File: src/rtl/slin_pkg.sv
// Shared constants, calibration table and types for the sensor linearizer.
package slin_pkg;

   localparam int SAMPLE_BITS  = 10;
   localparam int OUT_BITS     = 12;
   localparam int TABLE_POINTS = 17;
   localparam int SEG_COUNT    = TABLE_POINTS - 1;
   localparam int SEG_BITS     = $clog2(SEG_COUNT);
   localparam int DC_BITS      = 9;   // widest cal step (338)
   localparam int Q_BITS       = 16;  // offset * cal step stays below 2^16
   localparam int F_BITS       = 9;   // integer part of q / d never exceeds the cal step
   localparam int RECIP_SHIFT  = 26;
   localparam int RECIP_BITS   = 26;
   localparam int QUEUE_DEPTH  = 4;

   // raw points, strictly descending
   localparam logic [SAMPLE_BITS-1:0] RAW_PT [TABLE_POINTS] = '{
      10'd1004, 10'd330, 10'd250, 10'd187, 10'd147, 10'd142, 10'd97, 10'd78, 10'd63,
      10'd50, 10'd47, 10'd43, 10'd40, 10'd36, 10'd32, 10'd30, 10'd23
   };

   // calibrated points, ascending
   localparam logic signed [OUT_BITS-1:0] CAL_PT [TABLE_POINTS] = '{
      -12'sd2, 12'sd47, 12'sd69, 12'sd86, 12'sd128, 12'sd154, 12'sd250, 12'sd336,
      12'sd474, 12'sd596, 12'sd692, 12'sd770, 12'sd930, 12'sd1268, 12'sd1392,
      12'sd1534, 12'sd1869
   };

   // segment width raw[i] - raw[i+1]
   localparam logic [SAMPLE_BITS-1:0] SEG_D [SEG_COUNT] = '{
      10'd674, 10'd80, 10'd63, 10'd40, 10'd5, 10'd45, 10'd19, 10'd15,
      10'd13, 10'd3, 10'd4, 10'd3, 10'd4, 10'd4, 10'd2, 10'd7
   };

   // segment rise cal[i+1] - cal[i]
   localparam logic [DC_BITS-1:0] SEG_DC [SEG_COUNT] = '{
      9'd49, 9'd22, 9'd17, 9'd42, 9'd26, 9'd96, 9'd86, 9'd138,
      9'd122, 9'd96, 9'd78, 9'd160, 9'd338, 9'd124, 9'd142, 9'd335
   };

   localparam longint RECIP_ONE = longint'(1) << RECIP_SHIFT;

   // ceil(2^26 / d): exact floor division for every q below 2^16
   localparam logic [RECIP_BITS-1:0] SEG_RECIP [SEG_COUNT] = '{
      RECIP_BITS'((RECIP_ONE + 674 - 1) / 674),
      RECIP_BITS'((RECIP_ONE + 80 - 1) / 80),
      RECIP_BITS'((RECIP_ONE + 63 - 1) / 63),
      RECIP_BITS'((RECIP_ONE + 40 - 1) / 40),
      RECIP_BITS'((RECIP_ONE + 5 - 1) / 5),
      RECIP_BITS'((RECIP_ONE + 45 - 1) / 45),
      RECIP_BITS'((RECIP_ONE + 19 - 1) / 19),
      RECIP_BITS'((RECIP_ONE + 15 - 1) / 15),
      RECIP_BITS'((RECIP_ONE + 13 - 1) / 13),
      RECIP_BITS'((RECIP_ONE + 3 - 1) / 3),
      RECIP_BITS'((RECIP_ONE + 4 - 1) / 4),
      RECIP_BITS'((RECIP_ONE + 3 - 1) / 3),
      RECIP_BITS'((RECIP_ONE + 4 - 1) / 4),
      RECIP_BITS'((RECIP_ONE + 4 - 1) / 4),
      RECIP_BITS'((RECIP_ONE + 2 - 1) / 2),
      RECIP_BITS'((RECIP_ONE + 7 - 1) / 7)
   };

   // classified word handed from front to back
   typedef struct packed {
      logic [SEG_BITS-1:0]    seg;
      logic [SAMPLE_BITS-1:0] off;
   } seg_word_type;

endpackage

File: src/rtl/slin_front.sv
// Front end: accepts raw samples, clamps them and picks the table segment.
module slin_front (
   input  logic                           clock,
   input  logic                           reset,
   input  logic                           req_valid,
   output logic                           req_ready,
   input  logic [slin_pkg::SAMPLE_BITS-1:0] req_raw_reading,
   output logic                           push_valid,
   input  logic                           push_ready,
   output slin_pkg::seg_word_type         push_word
);
   import slin_pkg::*;

   logic                   valid_ff, valid_in;
   seg_word_type           word_ff, word_in;
   logic [SAMPLE_BITS-1:0] xc;
   logic [SEG_BITS-1:0]    seg;
   logic                   take;

   assign req_ready  = !valid_ff || push_ready;
   assign take       = req_valid && req_ready;
   assign push_valid = valid_ff;
   assign push_word  = word_ff;

   // clamp: low end lands on the last segment at full offset, high end on
   // segment zero at offset zero, so no separate clamp path is needed
   always_comb begin
      xc = req_raw_reading;
      if (req_raw_reading <= RAW_PT[TABLE_POINTS-1]) begin
         xc = RAW_PT[TABLE_POINTS-1];
      end else if (req_raw_reading >= RAW_PT[0]) begin
         xc = RAW_PT[0];
      end
   end

   // descending table: the last of points 0 to SEG_COUNT-1 still at or above xc is the segment
   always_comb begin
      seg = '0;
      for (int k = 1; k < SEG_COUNT; k++) begin
         if (xc <= RAW_PT[k]) begin
            seg = SEG_BITS'(k);
         end
      end
   end

   always_comb begin
      word_in.seg = seg;
      word_in.off = RAW_PT[{1'b0, seg}] - xc;
      if (take) begin
         valid_in = 1'b1;
      end else if (push_ready) begin
         valid_in = 1'b0;
      end else begin
         valid_in = valid_ff;
      end
   end

   always_ff @(posedge clock) begin
      if (reset) begin
         valid_ff <= 1'b0;
      end else begin
         valid_ff <= valid_in;
      end
      if (take) begin
         word_ff <= word_in;
      end
   end

endmodule

File: src/rtl/slin_queue.sv
// Short FIFO that decouples the classifier from the arithmetic pipeline.
module slin_queue #(
   parameter int QUEUE_DEPTH = slin_pkg::QUEUE_DEPTH
) (
   input  logic                   clock,
   input  logic                   reset,
   input  logic                   push_valid,
   output logic                   push_ready,
   input  slin_pkg::seg_word_type push_word,
   output logic                   pop_valid,
   input  logic                   pop_ready,
   output slin_pkg::seg_word_type pop_word
);
   import slin_pkg::*;

   localparam int PTR_BITS = (QUEUE_DEPTH > 1) ? $clog2(QUEUE_DEPTH) : 1;
   localparam int CNT_BITS = $clog2(QUEUE_DEPTH + 1);

   seg_word_type          mem_ff [QUEUE_DEPTH];
   logic [PTR_BITS-1:0]   wr_ptr_ff, wr_ptr_in;
   logic [PTR_BITS-1:0]   rd_ptr_ff, rd_ptr_in;
   logic [CNT_BITS-1:0]   count_ff, count_in;
   logic                  do_push, do_pop;

   assign push_ready = (count_ff != CNT_BITS'(QUEUE_DEPTH));
   assign pop_valid  = (count_ff != '0);
   assign pop_word   = mem_ff[rd_ptr_ff];
   assign do_push    = push_valid && push_ready;
   assign do_pop     = pop_valid && pop_ready;

   always_comb begin
      wr_ptr_in = wr_ptr_ff;
      rd_ptr_in = rd_ptr_ff;
      count_in  = count_ff;
      if (do_push) begin
         wr_ptr_in = (wr_ptr_ff == PTR_BITS'(QUEUE_DEPTH - 1)) ? '0 : wr_ptr_ff + 1'b1;
      end
      if (do_pop) begin
         rd_ptr_in = (rd_ptr_ff == PTR_BITS'(QUEUE_DEPTH - 1)) ? '0 : rd_ptr_ff + 1'b1;
      end
      if (do_push && !do_pop) begin
         count_in = count_ff + 1'b1;
      end else if (do_pop && !do_push) begin
         count_in = count_ff - 1'b1;
      end
   end

   always_ff @(posedge clock) begin
      if (reset) begin
         wr_ptr_ff <= '0;
         rd_ptr_ff <= '0;
         count_ff  <= '0;
      end else begin
         wr_ptr_ff <= wr_ptr_in;
         rd_ptr_ff <= rd_ptr_in;
         count_ff  <= count_in;
      end
      if (do_push) begin
         mem_ff[wr_ptr_ff] <= push_word;
      end
   end

endmodule

File: src/rtl/slin_back.sv
// Back end: interpolation pipeline (scale, reciprocal divide, remainder, round).
module slin_back (
   input  logic                                clock,
   input  logic                                reset,
   input  logic                                pop_valid,
   output logic                                pop_ready,
   input  slin_pkg::seg_word_type              pop_word,
   output logic                                rsp_valid,
   input  logic                                rsp_ready,
   output logic signed [slin_pkg::OUT_BITS-1:0] rsp_calibrated_value
);
   import slin_pkg::*;

   logic advance;

   // stage 1: q = off * rise
   logic                    v1_ff;
   logic [SEG_BITS-1:0]     seg1_ff;
   logic [Q_BITS-1:0]       q1_ff;
   logic [SAMPLE_BITS+DC_BITS-1:0] q_full;

   // stage 2: f = floor(q / d) by reciprocal
   logic                    v2_ff;
   logic [SEG_BITS-1:0]     seg2_ff;
   logic [Q_BITS-1:0]       q2_ff;
   logic [F_BITS-1:0]       f2_ff;
   logic [Q_BITS+RECIP_BITS-1:0] f_full;

   // stage 3: remainder and integer base
   logic                    v3_ff;
   logic [SAMPLE_BITS-1:0]  d3_ff;
   logic [SAMPLE_BITS-1:0]  rem3_ff;
   logic signed [OUT_BITS-1:0] base3_ff;
   logic [F_BITS+SAMPLE_BITS-1:0] fd_full;
   logic [Q_BITS-1:0]       rem_full;
   logic signed [OUT_BITS-1:0] base_in;

   // output register
   logic                    rsp_valid_ff;
   logic signed [OUT_BITS-1:0] rsp_value_ff;
   logic [SAMPLE_BITS:0]    rem_x2;
   logic [SAMPLE_BITS:0]    d_ext;
   logic                    round_up;
   logic signed [OUT_BITS-1:0] result_in;

   // whole pipe moves together; it only holds while the output word waits
   assign advance   = !rsp_valid_ff || rsp_ready;
   assign pop_ready = advance;

   assign q_full  = {{DC_BITS{1'b0}}, pop_word.off} * {{SAMPLE_BITS{1'b0}}, SEG_DC[pop_word.seg]};
   assign f_full  = {{RECIP_BITS{1'b0}}, q1_ff} * {{Q_BITS{1'b0}}, SEG_RECIP[seg1_ff]};
   assign fd_full = {{SAMPLE_BITS{1'b0}}, f2_ff} * {{F_BITS{1'b0}}, SEG_D[seg2_ff]};
   assign rem_full = q2_ff - fd_full[Q_BITS-1:0];
   assign base_in  = CAL_PT[{1'b0, seg2_ff}] + $signed({{(OUT_BITS-F_BITS){1'b0}}, f2_ff});

   // half rounds away from zero: up on a tie only when the base is not negative
   assign rem_x2   = {rem3_ff, 1'b0};
   assign d_ext    = {1'b0, d3_ff};
   assign round_up = (rem_x2 > d_ext) || ((rem_x2 == d_ext) && !base3_ff[OUT_BITS-1]);
   assign result_in = base3_ff + $signed({{(OUT_BITS-1){1'b0}}, round_up});

   assign rsp_valid            = rsp_valid_ff;
   assign rsp_calibrated_value = rsp_value_ff;

   always_ff @(posedge clock) begin
      if (reset) begin
         v1_ff        <= 1'b0;
         v2_ff        <= 1'b0;
         v3_ff        <= 1'b0;
         rsp_valid_ff <= 1'b0;
      end else if (advance) begin
         v1_ff        <= pop_valid;
         v2_ff        <= v1_ff;
         v3_ff        <= v2_ff;
         rsp_valid_ff <= v3_ff;
      end
      if (advance) begin
         seg1_ff      <= pop_word.seg;
         q1_ff        <= q_full[Q_BITS-1:0];
         seg2_ff      <= seg1_ff;
         q2_ff        <= q1_ff;
         f2_ff        <= f_full[RECIP_SHIFT +: F_BITS];
         d3_ff        <= SEG_D[seg2_ff];
         rem3_ff      <= rem_full[SAMPLE_BITS-1:0];
         base3_ff     <= base_in;
         rsp_value_ff <= result_in;
      end
   end

endmodule

File: src/rtl/sensor_piecewise_linearizer_core.sv
// Top level of the light-sensor piecewise-linear linearizer.
//
// Usage:
//  - req_ channel carries one raw converter word (req_raw_reading, unsigned);
//    rsp_ channel returns one calibrated word (rsp_calibrated_value, signed).
//  - Both channels are valid/ready; a word moves when valid and ready are high.
//  - Readings at or below 23 give 1869, at or above 1004 give -2; between them
//    the value is interpolated over a 17-point table, rounded half away from 0.
//  - Throughput: one word per cycle, sustained, with no stalls downstream.
//  - Path from req acceptance to rsp_valid with an empty pipe:
//    classifier register, queue, three arithmetic stages, output register.
//  - The front classifies into a short queue; the back pipeline moves as a
//    whole and holds only while rsp_valid is high and rsp_ready is low.
//    The front keeps taking words until the queue and its own register fill, then drops req_ready.
//  - Reset (synchronous, active high) empties the queue and all stages;
//    no table or state needs filling, so req_ready is up right after reset.
module sensor_piecewise_linearizer_core #(
   parameter int QUEUE_DEPTH = slin_pkg::QUEUE_DEPTH
) (
   input  logic                                 clock,
   input  logic                                 reset,
   input  logic                                 req_valid,
   output logic                                 req_ready,
   input  logic [slin_pkg::SAMPLE_BITS-1:0]     req_raw_reading,
   output logic                                 rsp_valid,
   input  logic                                 rsp_ready,
   output logic signed [slin_pkg::OUT_BITS-1:0] rsp_calibrated_value
);
   import slin_pkg::*;

   // classifier -> queue
   logic         push_valid;
   logic         push_ready;
   seg_word_type push_word;

   // queue -> arithmetic pipeline
   logic         pop_valid;
   logic         pop_ready;
   seg_word_type pop_word;

   slin_front u_front (
      .clock           (clock),
      .reset           (reset),
      .req_valid       (req_valid),
      .req_ready       (req_ready),
      .req_raw_reading (req_raw_reading),
      .push_valid      (push_valid),
      .push_ready      (push_ready),
      .push_word       (push_word)
   );

   slin_queue #(
      .QUEUE_DEPTH (QUEUE_DEPTH)
   ) u_queue (
      .clock      (clock),
      .reset      (reset),
      .push_valid (push_valid),
      .push_ready (push_ready),
      .push_word  (push_word),
      .pop_valid  (pop_valid),
      .pop_ready  (pop_ready),
      .pop_word   (pop_word)
   );

   slin_back u_back (
      .clock                (clock),
      .reset                (reset),
      .pop_valid            (pop_valid),
      .pop_ready            (pop_ready),
      .pop_word             (pop_word),
      .rsp_valid            (rsp_valid),
      .rsp_ready            (rsp_ready),
      .rsp_calibrated_value (rsp_calibrated_value)
   );

endmodule

File: config.mk
export PLATFORM = sky130hd
export DESIGN_NAME = sensor_piecewise_linearizer_core
export DESIGN_NICKNAME = d
export VERILOG_FILES = /design/src/rtl/slin_pkg.sv /design/src/rtl/slin_front.sv /design/src/rtl/slin_queue.sv /design/src/rtl/slin_back.sv /design/src/rtl/sensor_piecewise_linearizer_core.sv
export SDC_FILE = /design/constraint.sdc
export NUM_CORES = 1
export LEC_CHECK = 0
export ABC_AREA = 1
export BUFFER_PORTS_ARGS = -buffer_cell sky130_fd_sc_hd__clkbuf_2
export CORE_MARGIN = 5
export CORE_UTILIZATION = 51
export CTS_CLUSTER_SIZE = 8
export DETAILED_ROUTE_END_ITERATION = 8
export PLACE_DENSITY = 0.68
export SETUP_SLACK_MARGIN = 0.1
export SLEW_MARGIN = 10
export SYNTH_ARGS = -nofsm -noshare
export SYNTH_HDL_FRONTEND = slang
export SYNTH_SLANG_ARGS = --single-unit
File: constraint.sdc
create_clock -name clock -period 14 [get_ports clock]
set_input_delay 2.1 -clock clock [delete_from_list [all_inputs] [get_ports clock]]
set_output_delay 2.1 -clock clock [all_outputs]
set_load 0.01 [all_outputs]
==> key figures, run 1 <==
Run status
  – Run status: finished, final reports clean

Place
  – Number of buffer cells added on primary ports: 27
  – Post-DP HPWL: 51,500 um
  – Final estimated routing congestion in global placement: 1.04

Clock network
  – Clock sink count: 169
  – Number of post-CTS setup repair buffers: 0
  – Number of H-tree branching levels: 4
  – CTS Buffer Depth: 2
  – Clock-pin transition on the worst setup and hold timing paths: 70 ps
  – Post-CTS Hold Fix Bufs: 0
  – Clock tree from TritonCTS: yes
  – Clock buffer count from CTS: 17
  – Source-to-sink clock delay at the later pin of the worst-skew pair: 470 ps
  – # resized after CTS: 0
  – Root buffer cell: clkbuf_16

Route
  – Initial detailed-routing violation count: 1,193
  – TritonRoute pass-1 iters: 5
  – # DRC: 0
  – Average routed wire per standard cell: 18.5 um
  – Vias per inst: 5.36
  – Count of vias placed by the detailed router: 18,000
  – Remaining antenna violation count: 0
  – Detailed-route wire length: 62,100 um

Finish
  – Layout Area Growth over Synthesis: 6.18%
  – Nets: 3,342
  – Final antenna diode count: 0
  – Fillers: 4,281
  – Ratio of cells with drive above 1 in the final layout: 5.42%
  – Most frequent cells in the layout: inv_1 (600), nand2_1 (469), fa_1 (385)
  – Most common library cell in the layout ignoring fill and taps: inv_1

Yosys
  – Top cell type's share of synthesized area: 32.2%
  – Most common flop cell mapped by yosys: edfxtp_1
  – Synth unique cells: 57
  – Mapped Area: 23,900 um^2
  – Post-synth net total: 3,326
  – Yosys Warn Count: 0
  – Ys async rst share: 0%
  – Number of cells produced by synthesis: 2,718
  – Per-instance average area after synthesis: 8.79 um^2
  – Total of flip-flops plus latches after synthesis: 169
  – Register area share after synthesis: 20.6%
  – Top post-synthesis cells by area: fa_1 (32%), edfxtp_1 (19%), ha_1 (11%)
  – Cell taking the most area after synthesis: fa_1
  – Number of enable flip-flop cells after synthesis: 155

Setup path
  – Minimum setup slack among reg-to-reg paths: 6620 ps
  – Category of the most critical setup path: reg -> reg
  – Nature of the critical path startpoint: flop
  – Critical register-to-register path startpoint: u_back.seg1_ff[2]
  – CP cell instances: inv_2 -> or2_2 -> a31oi_1 -> clkinv_1 -> nor2_1 -> fa_1 -> fa_1 -> inv_1 -> fa_1 -> fa_1 -> fa_1 -> inv_1 -> fa_1 -> ha_1 -> a21oi_1 -> o21ai_0 -> nand2_1 -> a21boi_0 -> a211oi_1 -> o221ai_1 -> xor2_1
  – Most used cell, CP: fa_1
  – Worst path max stage delay: 650 ps
  – CP Max Fanout: 14
  – Startpoint of the worst setup timing path: u_back.seg1_ff[2]
  – End point of the critical path: u_back.f2_ff[5]
  – CP Data Required Time: 14,210 ps
  – Highest-delay cell along the critical path: a31oi_1
  – Number of cells traversed by the worst register-to-register path: 21
  – Worst reg2reg path endpoint: u_back.f2_ff[5]
  – Data arrival time of the worst path: 7590 ps
  – CP Capture Type: flop

Timing
  – Final hold viol count: 0
  – Worst setup skew after layout: 15.9 ps
  – Worst-Margin Slew: 1250 ps
  – RSZ-0062 raised after global routing: no
  – Min cycle time layout: 7380 ps
  – Worst slack on hold paths: 469 ps
  – Highest attainable clock frequency: 135 MHz
  – Tightest slew margin relative to the limit: 16.2%
  – Max-slew violation count: 0
  – Final setup violation count: 0
  – Post-route fraction of the period consumed by the critical path: 52.7%
  – Fin Setup TNS: 0 ps

GRT
  – Remaining global-route overflow: 0
  – Global-route wire length before repair: 102,000 um
  – Maximum number of pins on one net before global-route repair: 74
  – Vias in the first global route: 19,300
  – Number of antenna violations at the first check in global routing: 0
  – Global Route Usage Sum: 25.6%

Die
  – Die span in x: 226 um
  – Die span in y: 226 um
  – Initial standard-cell utilization of the core: 51.4%
  – Area of the die: 51,300 um^2
  – Core footprint: 46,500 um^2
  – Num ports: 28
  – Number of cell rows: 79

Hold path
  – Class of the most critical hold timing path: reg -> reg

Run
  – Maximum Capacitance Violations: 0
==> sequential cells by signal, indices dropped and copies added (netlist names), named ones only <==
register and count:
u_back.seg2_ff 4, u_back.v2_ff 1, u_queue.mem_ff 56, u_back.q2_ff 10, u_queue.wr_ptr_ff 2, u_back.f2_ff 9, u_back.v1_ff 1, u_queue.count_ff 3
u_back.rsp_calibrated_value 12, u_back.seg1_ff 4, u_back.rem3_ff 10, u_back.rsp_valid 1, u_front.push_word 14, u_front.push_valid 1, u_queue.rd_ptr_ff 2, u_back.base3_ff 12
u_back.v3_ff 1, u_back.d3_ff 8, u_back.q1_ff 16
==> critical path: cells and delay by family, from the launching register on <==
family	cells	cell delay, ps
AND/OR/NAND/NOR	3	700
AO/OA/AOI/OAI	6	1440
adder cells (fa/ha/maj)	7	3390
XOR/XNOR	1	160
buffers and inverters	4	830
flip-flops	1	590
==> how the worst min path moves through the flow <==
stage	from	to	slack, ps	cells after the start
after floorplan	u_back.q1_ff[0]	u_back.q2_ff[0]	420	0
after global placement	u_back.v1_ff	u_back.v2_ff	450	2
after detailed placement	u_back.v1_ff	u_back.v2_ff	450	2
after CTS	u_back.v2_ff	u_back.v2_ff	470	2
after global routing	u_back.v3_ff	u_back.v3_ff	500	2
final	u_back.v2_ff	u_back.v3_ff	470	2
==> metal layers <==
layer  wire [um]  part of all wire (%)  GRT usage, %  vias to the layer above
li1            -                     -             -                     8316
met5           0                     0             0                        -
met4        2550                   4.1          9.00                        0
met3        5350                   8.6          6.21                      160
met1       24900                    40          33.0                     8771
met2       29400                    47          42.6                      738
==> cell families after synthesis <==
family	count (synthesis)	synth area share [%]
xor+xnor	88	3.22
flops	169	20.6
buf+inv	675	10.7
compound gates	237	5.92
fa+ha+maj	594	43.2
simple gates	955	16.3
==> metrics by stage <==
step	instance area (um^2)	instances	worst slack, ps	utilization, %
after floorplan	23900	2718	7600	-
after global placement	24700	3322	6840	53.3
after detailed placement	24700	3322	6680	53.3
after CTS	25400	3354	6660	54.6
after global routing	25400	3354	6130	54.6
final	25400	3354	6620	54.6
==> area by class of cell <==
class	count	area, um^2	area share (%)
timing repair buffer	48	293	1.15
clock buffer	17	425	1.68
sequential	169	4930	19.4
inverter	624	2350	9.25
tap	607	759	2.99
multi-input combinational	1874	16400	64.7
clock inverter	15	201	0.794
==> synthesized netlist by cell type (7+ instances only) <==
master / instances
nand3_1: 33
clkinv_1: 14
o31ai_1: 8
nand4_1: 8
o21a_1: 7
a32oi_1: 13
nand2_2: 9
a21oi_1: 96
or2_2: 25
nor4_1: 7
inv_1: 601
nand2_1: 469
ha_1: 209
xor2_1: 66
inv_2: 8
xnor2_1: 22
o21ai_0: 56
dfxtp_1: 14
a211oi_1: 10
clkbuf_1: 37
a31oi_1: 8
nor2_1: 365
fa_1: 385
nor3_1: 22
edfxtp_1: 155
Power of run 1 is left out: the tool's default activity adds up to more than one toggle a clock period on the data nets, which glitch-free logic cannot reach.
==> run 2, diff against run 1 <==
==> constraint.sdc (replaced) <==
create_clock -name clock -period 6.9 [get_ports clock]
set_input_delay 1.035 -clock clock [delete_from_list [all_inputs] [get_ports clock]]
set_output_delay 1.035 -clock clock [all_outputs]
set_load 0.01 [all_outputs]
==> run 2 against run 1 <==
Design area increased by 3.7%; highest routed layer unchanged; sequential cell count is the same; clock-buffer cell count stayed put; die area is the same; utilization increased by 2.0 points; critical endpoint unchanged; critical path type unchanged; register-to-register slack got worse by 6300 ps; first-iteration DRC count is 12% higher; clock skew down 4.1 ps.
==> key figures, run 2 (synthesis results as in run 1) <==
Run status
  – Run status: finished, final reports clean

Route
  – # DRC: 0
  – Initial detailed-routing violation count: 1,340
  – Detailed-route wire length: 64,200 um
  – Average routed wire per standard cell: 18.6 um
  – Remaining antenna violation count: 0
  – TritonRoute pass-1 iters: 5
  – Vias per inst: 5.32
  – Count of vias placed by the detailed router: 18,300

Run
  – Maximum Capacitance Violations: 0

Setup path
  – CP Max Fanout: 5
  – CP Capture Type: flop
  – Critical register-to-register path startpoint: u_back.seg1_ff[0]
  – Category of the most critical setup path: reg -> reg
  – Startpoint of the worst setup timing path: u_back.seg1_ff[0]
  – CP Data Required Time: 7110 ps
  – Nature of the critical path startpoint: flop
  – Data arrival time of the worst path: 6820 ps

Timing
  – Min cycle time layout: 6620 ps
  – Max-slew violation count: 0
  – Fin Setup TNS: 0 ps
  – Worst slack on hold paths: 465 ps
  – Worst-Margin Slew: 977 ps
  – Tightest slew margin relative to the limit: 34.3%
  – Highest attainable clock frequency: 151 MHz
  – Final hold viol count: 0
  – Final setup violation count: 0
  – Worst setup skew after layout: 11.8 ps
  – Post-route fraction of the period consumed by the critical path: 95.9%
  – RSZ-0062 raised after global routing: no

Die
  – Initial standard-cell utilization of the core: 51.4%
  – Die span in y: 226 um
  – Area of the die: 51,300 um^2
  – Core footprint: 46,500 um^2
  – Num ports: 28
  – Number of cell rows: 79
  – Die span in x: 226 um

GRT
  – Number of antenna violations at the first check in global routing: 0
  – Remaining global-route overflow: 0
  – Vias in the first global route: 19,400
  – Global Route Usage Sum: 25.8%
  – Maximum number of pins on one net before global-route repair: 66
  – Global-route wire length before repair: 103,000 um

Place
  – Number of buffer cells added on primary ports: 27
  – Post-DP HPWL: 53,900 um
  – Final estimated routing congestion in global placement: 1.04

Finish
  – Nets: 3,438
  – Number of flip-flops under the largest register name: 56
  – Core occupancy in the finished layout: 56.6%
  – Layout Area Growth over Synthesis: 10.1%
  – Ratio of cells with drive above 1 in the final layout: 10.1%
  – Most common library cell in the layout ignoring fill and taps: inv_1
  – Biggest register: u_queue.mem_ff
  – Most frequent cells in the layout: inv_1 (594), nand2_1 (464), fa_1 (384)
  – Final antenna diode count: 0

Clock network
  – Source-to-sink clock delay at the later pin of the worst-skew pair: 460 ps
  – Clock sink count: 169
  – Root buffer cell: clkbuf_16
  – Clock-pin transition on the worst setup and hold timing paths: 70 ps
  – Clock tree from TritonCTS: yes
  – CTS Buffer Depth: 2
  – Number of H-tree branching levels: 4
  – Clock buffer count from CTS: 17

Hold path
  – Class of the most critical hold timing path: reg -> reg
  – Worst min-delay path startpoint: u_back.v2_ff
-- run 2: cell types whose count changed in the layout (fill, tap and decap cells not counted), moves of 6 or more --
cell / before / now
nor2_1: 365 / 350
nor2_2: 3 / 14
inv_1: 600 / 594
clkinvlp_4: 0 / 9
o21ai_0: 56 / 49
buf_4: 21 / 107
-- run 2: path summary, 6_finish.rpt --
| path | endpoint | slack, ps | depth (start not counted) |
|---|---|---|---|
| max | u_back.f2_ff[5] | 280 | 23 |
| min | u_back.v3_ff | 470 | 2 |
| max reg2reg | u_back.f2_ff[5] | 280 | 23 |
| min reg2reg | u_back.v3_ff | 470 | 2 |
-- run 2: layout make-up --
class / instances / area [um^2]
tap: 607 / 759
timing repair inverter: 1 / 7.51
timing repair buffer: 143 / 1080
fill: 4160 / 20100
multi-input combinational: 1874 / 16600
clock buffer: 17 / 425
sequential: 169 / 4930
inverter: 624 / 2360
clock inverter: 15 / 183
-- run 2: routing by layer --
| metal | share of wire (%) | global-route usage, % |
|---|---|---|
| met3 | 7.4 | 5.20 |
| met2 | 48 | 43.6 |
| met4 | 4.8 | 10.7 |
| met1 | 40 | 32.6 |
| met5 | 0 | 0 |
-- run 2: timing repair --
| action | CTS | global route |
|---|---|---|
| buffers inserted | 0 | 22 |
| hold buffers | 0 | 0 |
| endpoints found under the setup margin | 2 | 10 |
| hold endpoints to repair | 0 | 0 |
| resized for setup | 1 | 58 |
| cloned | 0 | 2 |
| pin swaps | 0 | 2 |
-- run 2: through the flow --
| stage | setup WS (ps) | std cells | cell area, um^2 |
|---|---|---|---|
| floorplan | 501 | 2718 | 23900 |
| global placement | 102 | 3394 | 25300 |
| detailed placement | 105 | 3394 | 25300 |
| CTS | 103 | 3426 | 25900 |
| global route | 95.0 | 3450 | 26300 |
| finish | 284 | 3450 | 26300 |
-- run 2: worst max-delay path, cell delays in order (launching register included) --
cell and delay (ps):
edfxtp_1 420, inv_2 80, ha_2 360, o21ai_1 90
nand2_2 190, clkinvlp_4 230, buf_4 210, nor2_4 150
inv_1 90, fa_1 560, fa_1 480, fa_1 550
fa_1 450, fa_1 540, inv_1 60, fa_1 520
ha_1 350, a21oi_1 220, o21ai_1 130, nand2_1 90
a21boi_0 90, a211oi_1 200, o221ai_1 160, xor2_1 160
Power of run 2 is left out for the same reason.
==> run 3, diff against run 2 <==
--- a/config.mk
+++ b/config.mk
@@ -5,7 +5,7 @@
 export SDC_FILE = /design/constraint.sdc
 export NUM_CORES = 1
 export LEC_CHECK = 0
-export ABC_AREA = 1
+export ABC_AREA = 0
 export BUFFER_PORTS_ARGS = -buffer_cell sky130_fd_sc_hd__clkbuf_2
 export CORE_MARGIN = 5
 export CORE_UTILIZATION = 51
==> run 3 against run 2 <==
The flow now finishes with violations (negative setup slack); design area is 2.3% higher; via count fell by 7.1%; highest routed layer unchanged; non-clock buffer count grew 106; critical path type unchanged.
==> key figures, run 3 <==
Die
  – Number of cell rows: 78
  – Die span in y: 224 um
  – Initial standard-cell utilization of the core: 51.7%
  – Core footprint: 45,400 um^2
  – Num ports: 28
  – Area of the die: 50,400 um^2
  – Die span in x: 224 um

Yosys
  – Number of enable flip-flop cells after synthesis: 155
  – Number of cells produced by synthesis: 2,360
  – Most frequent cell after synthesis: inv_1
  – Top cell type's share of synthesized area: 32.9%
  – Synth unique cells: 69
  – Register area share after synthesis: 21.1%
  – Ys async rst share: 0%
  – Top post-synthesis cells by area: fa_1 (33%), edfxtp_1 (20%), ha_1 (11%)
  – Commonest cells in the synthesized netlist: inv_1 (470), fa_1 (385), nand2_1 (302), ha_1 (209), and2_1 (156)
  – Most common flop cell mapped by yosys: edfxtp_1
  – Cell taking the most area after synthesis: fa_1
  – Per-instance average area after synthesis: 9.93 um^2
  – Total of flip-flops plus latches after synthesis: 169
  – Yosys Warn Count: 0
  – Post-synth net total: 2,968
  – Mapped Area: 23,400 um^2

Hold path
  – Class of the most critical hold timing path: reg -> reg
  – Endpoint of the worst hold-timing path: u_back.v3_ff
  – Number of cells traversed by the worst hold path: 2
  – Worst min-delay path startpoint: u_back.v3_ff

Clock network
  – Clock sink count: 169
  – Number of H-tree branching levels: 4
  – Root buffer cell: clkbuf_16
  – Source-to-sink clock delay at the later pin of the worst-skew pair: 480 ps
  – CTS Buffer Depth: 2
  – Clock buffer count from CTS: 17
  – Clock-pin transition on the worst setup and hold timing paths: 80 ps
  – Clock tree from TritonCTS: yes
  – Post-CTS Hold Fix Bufs: 0

Timing
  – Min cycle time layout: 7200 ps
  – Final hold viol count: 0
  – Highest attainable clock frequency: 139 MHz
  – RSZ-0062 raised after global routing: yes
  – Worst setup skew after layout: 22.8 ps
  – Final setup violation count: 7
  – Post-route fraction of the period consumed by the critical path: 104%
  – Tightest slew margin relative to the limit: 29.7%
  – Worst-Margin Slew: 1050 ps
  – PnR worst setup slack: -298 ps
  – Max-slew violation count: 0

GRT
  – Busiest layer in global routing: met2
  – Global-route wire length before repair: 98,800 um
  – Vias in the first global route: 18,500
  – Remaining global-route overflow: 0
  – Maximum number of pins on one net before global-route repair: 63
  – Number of antenna violations at the first check in global routing: 0
  – Global Route Usage Sum: 25.2%
  – Met3 usage in global routing: 4.78%
  – Fraction of met2 tracks used by global routing: 44.0%
  – GR Layer Usage met1: 31.4%

Route
  – Remaining antenna violation count: 0
  – Average routed wire per standard cell: 19.4 um
  – Detailed-route wire length: 61,500 um
  – Count of vias placed by the detailed router: 17,000
  – Vias per inst: 5.39
  – Initial detailed-routing violation count: 1,078
  – # DRC: 0
  – TritonRoute pass-1 iters: 5

Setup path
  – Data arrival time of the worst path: 7490 ps
  – Highest-delay cell along the critical path: mux4_2
  – Nature of the critical path startpoint: flop
  – CP cell instances: buf_6 -> buf_4 -> mux4_2 -> buf_6 -> buf_6 -> nand2_1 -> fa_1 -> fa_1 -> fa_1 -> inv_1 -> fa_1 -> fa_1 -> fa_1 -> ha_4 -> and3_4 -> nand3_1 -> a21oi_2 -> o21ai_1 -> o211ai_1 -> nand3_1 -> a31o_2 -> a311oi_2
  – Critical register-to-register path startpoint: u_back.seg1_ff[0]
  – Number of cells traversed by the worst register-to-register path: 22
  – Most used cell, CP: fa_1
  – Worst reg2reg path endpoint: u_back.f2_ff[8]
  – Category of the most critical setup path: reg -> reg
  – Minimum setup slack among reg-to-reg paths: -300 ps
  – CP Data Required Time: 7190 ps
  – Startpoint of the worst setup timing path: u_back.seg1_ff[0]
  – CP Capture Type: flop
  – CP Max Fanout: 8
  – Worst path max stage delay: 590 ps

Place
  – Final estimated routing congestion in global placement: 0.964
  – Number of buffer cells added on primary ports: 27
  – Post-DP HPWL: 50,400 um

Finish
  – Nets: 3,158
  – Layout Area Growth over Synthesis: 14.8%
  – Number of flip-flops under the largest register name: 56
  – Most common library cell in the layout ignoring fill and taps: inv_1
  – Core occupancy in the finished layout: 59.3%
  – Ratio of cells with drive above 1 in the final layout: 16.0%
  – Most frequent cells in the layout: inv_1 (457), fa_1 (370), nand2_1 (294)
  – Biggest register: u_queue.mem_ff

Run status
  – Violated checks: negative setup slack
  – Run status: complete, but fails checks

Run
  – Maximum Capacitance Violations: 0
==> run 3: cell count changes after synthesis, sizes merged, moves of 30 or more <==
cell and change:
nor2 -293, and2 +156, clkbuf +30, nor2b +37, xor2 -46, inv -140
xnor2 +38, nand2 -179
==> run 3: worst max-delay path by stage <==
| stage | to | slack [ps] | cells past startpoint |
|---|---|---|---|
| 2_1_floorplan | u_back.f2_ff[6] | 100 | 23 |
| 3_3_place_gp | u_back.f2_ff[6] | -360 | 23 |
| 3_5_place_dp | u_back.f2_ff[8] | -420 | 23 |
| 4_1_cts | u_back.f2_ff[8] | -130 | 21 |
| 5_1_grt | u_back.f2_ff[8] | -450 | 26 |
| 6_report | u_back.f2_ff[8] | -300 | 22 |
==> run 3: final cells by class <==
cell class | count | area (um^2)
Fill cell | 3817 | 18500
Multi-Input combinational cell | 1643 | 16900
Sequential cell | 169 | 4940
Timing Repair Buffer | 249 | 1960
Inverter | 470 | 1770
Tap cell | 600 | 751
Clock buffer | 17 | 425
Clock inverter | 15 | 220
Antenna cell | 1 | 2.50
==> run 3: repair_timing <==
action                     4_1_cts  5_1_grt
setup endpoints to repair        9       13
resized for setup               86       53
cloned                           2        0
pin swaps                       28       62
setup buffers                   12       16
==> run 3: kinds of logic (layout without fill, tap and decap cells) <==
kind of cell,after synthesis,after routing,share of synthesized area (%)
AO/OA/AOI/OAI,243,243,6.39
other,0,1,0
multiplexers,27,27,1.97
buffers and inverters,548,751,8.84
XOR/XNOR,83,83,3.28
AND/OR/NAND/NOR,694,694,14.3
flip-flops,169,169,21.1
adder cells (fa/ha/maj),596,596,44.1
==> run 3: layer usage <==
metal | vias to the layer above | share of wire [%] | wire [um]
met2 | 562 | 50 | 30700
met5 | - | 0 | 0
li1 | 7797 | - | -
met3 | 127 | 6.4 | 3910
met1 | 8561 | 40 | 24400
met4 | 0 | 4.1 | 2500
==> run 3: critical path, delay by kind of cell (launching register included) <==
kind	cells	cell delay, ps
buffers and inverters	5	710
adder cells (fa/ha/maj)	7	3270
flip-flops	1	470
AO/OA/AOI/OAI	5	1330
AND/OR/NAND/NOR	4	640
multiplexers	1	590
==> run 3: through the flow <==
| step | std cells | TNS (ps) | hold slack [ps] | setup WS (ps) | instance area [um^2] |
|---|---|---|---|---|---|
| 3_5_place_dp | 3101 | -2130 | 453 | -419 | 25500 |
| 2_1_floorplan | 2360 | 0 | 426 | 97.6 | 23500 |
| 5_1_grt | 3163 | -2400 | 493 | -448 | 26900 |
| 4_1_cts | 3147 | -435 | 466 | -130 | 26600 |
| 3_3_place_gp | 3101 | -1680 | 444 | -360 | 25500 |
| 6_report | 3164 | -975 | 462 | -298 | 26900 |
Power of run 3 is left out for the same reason.
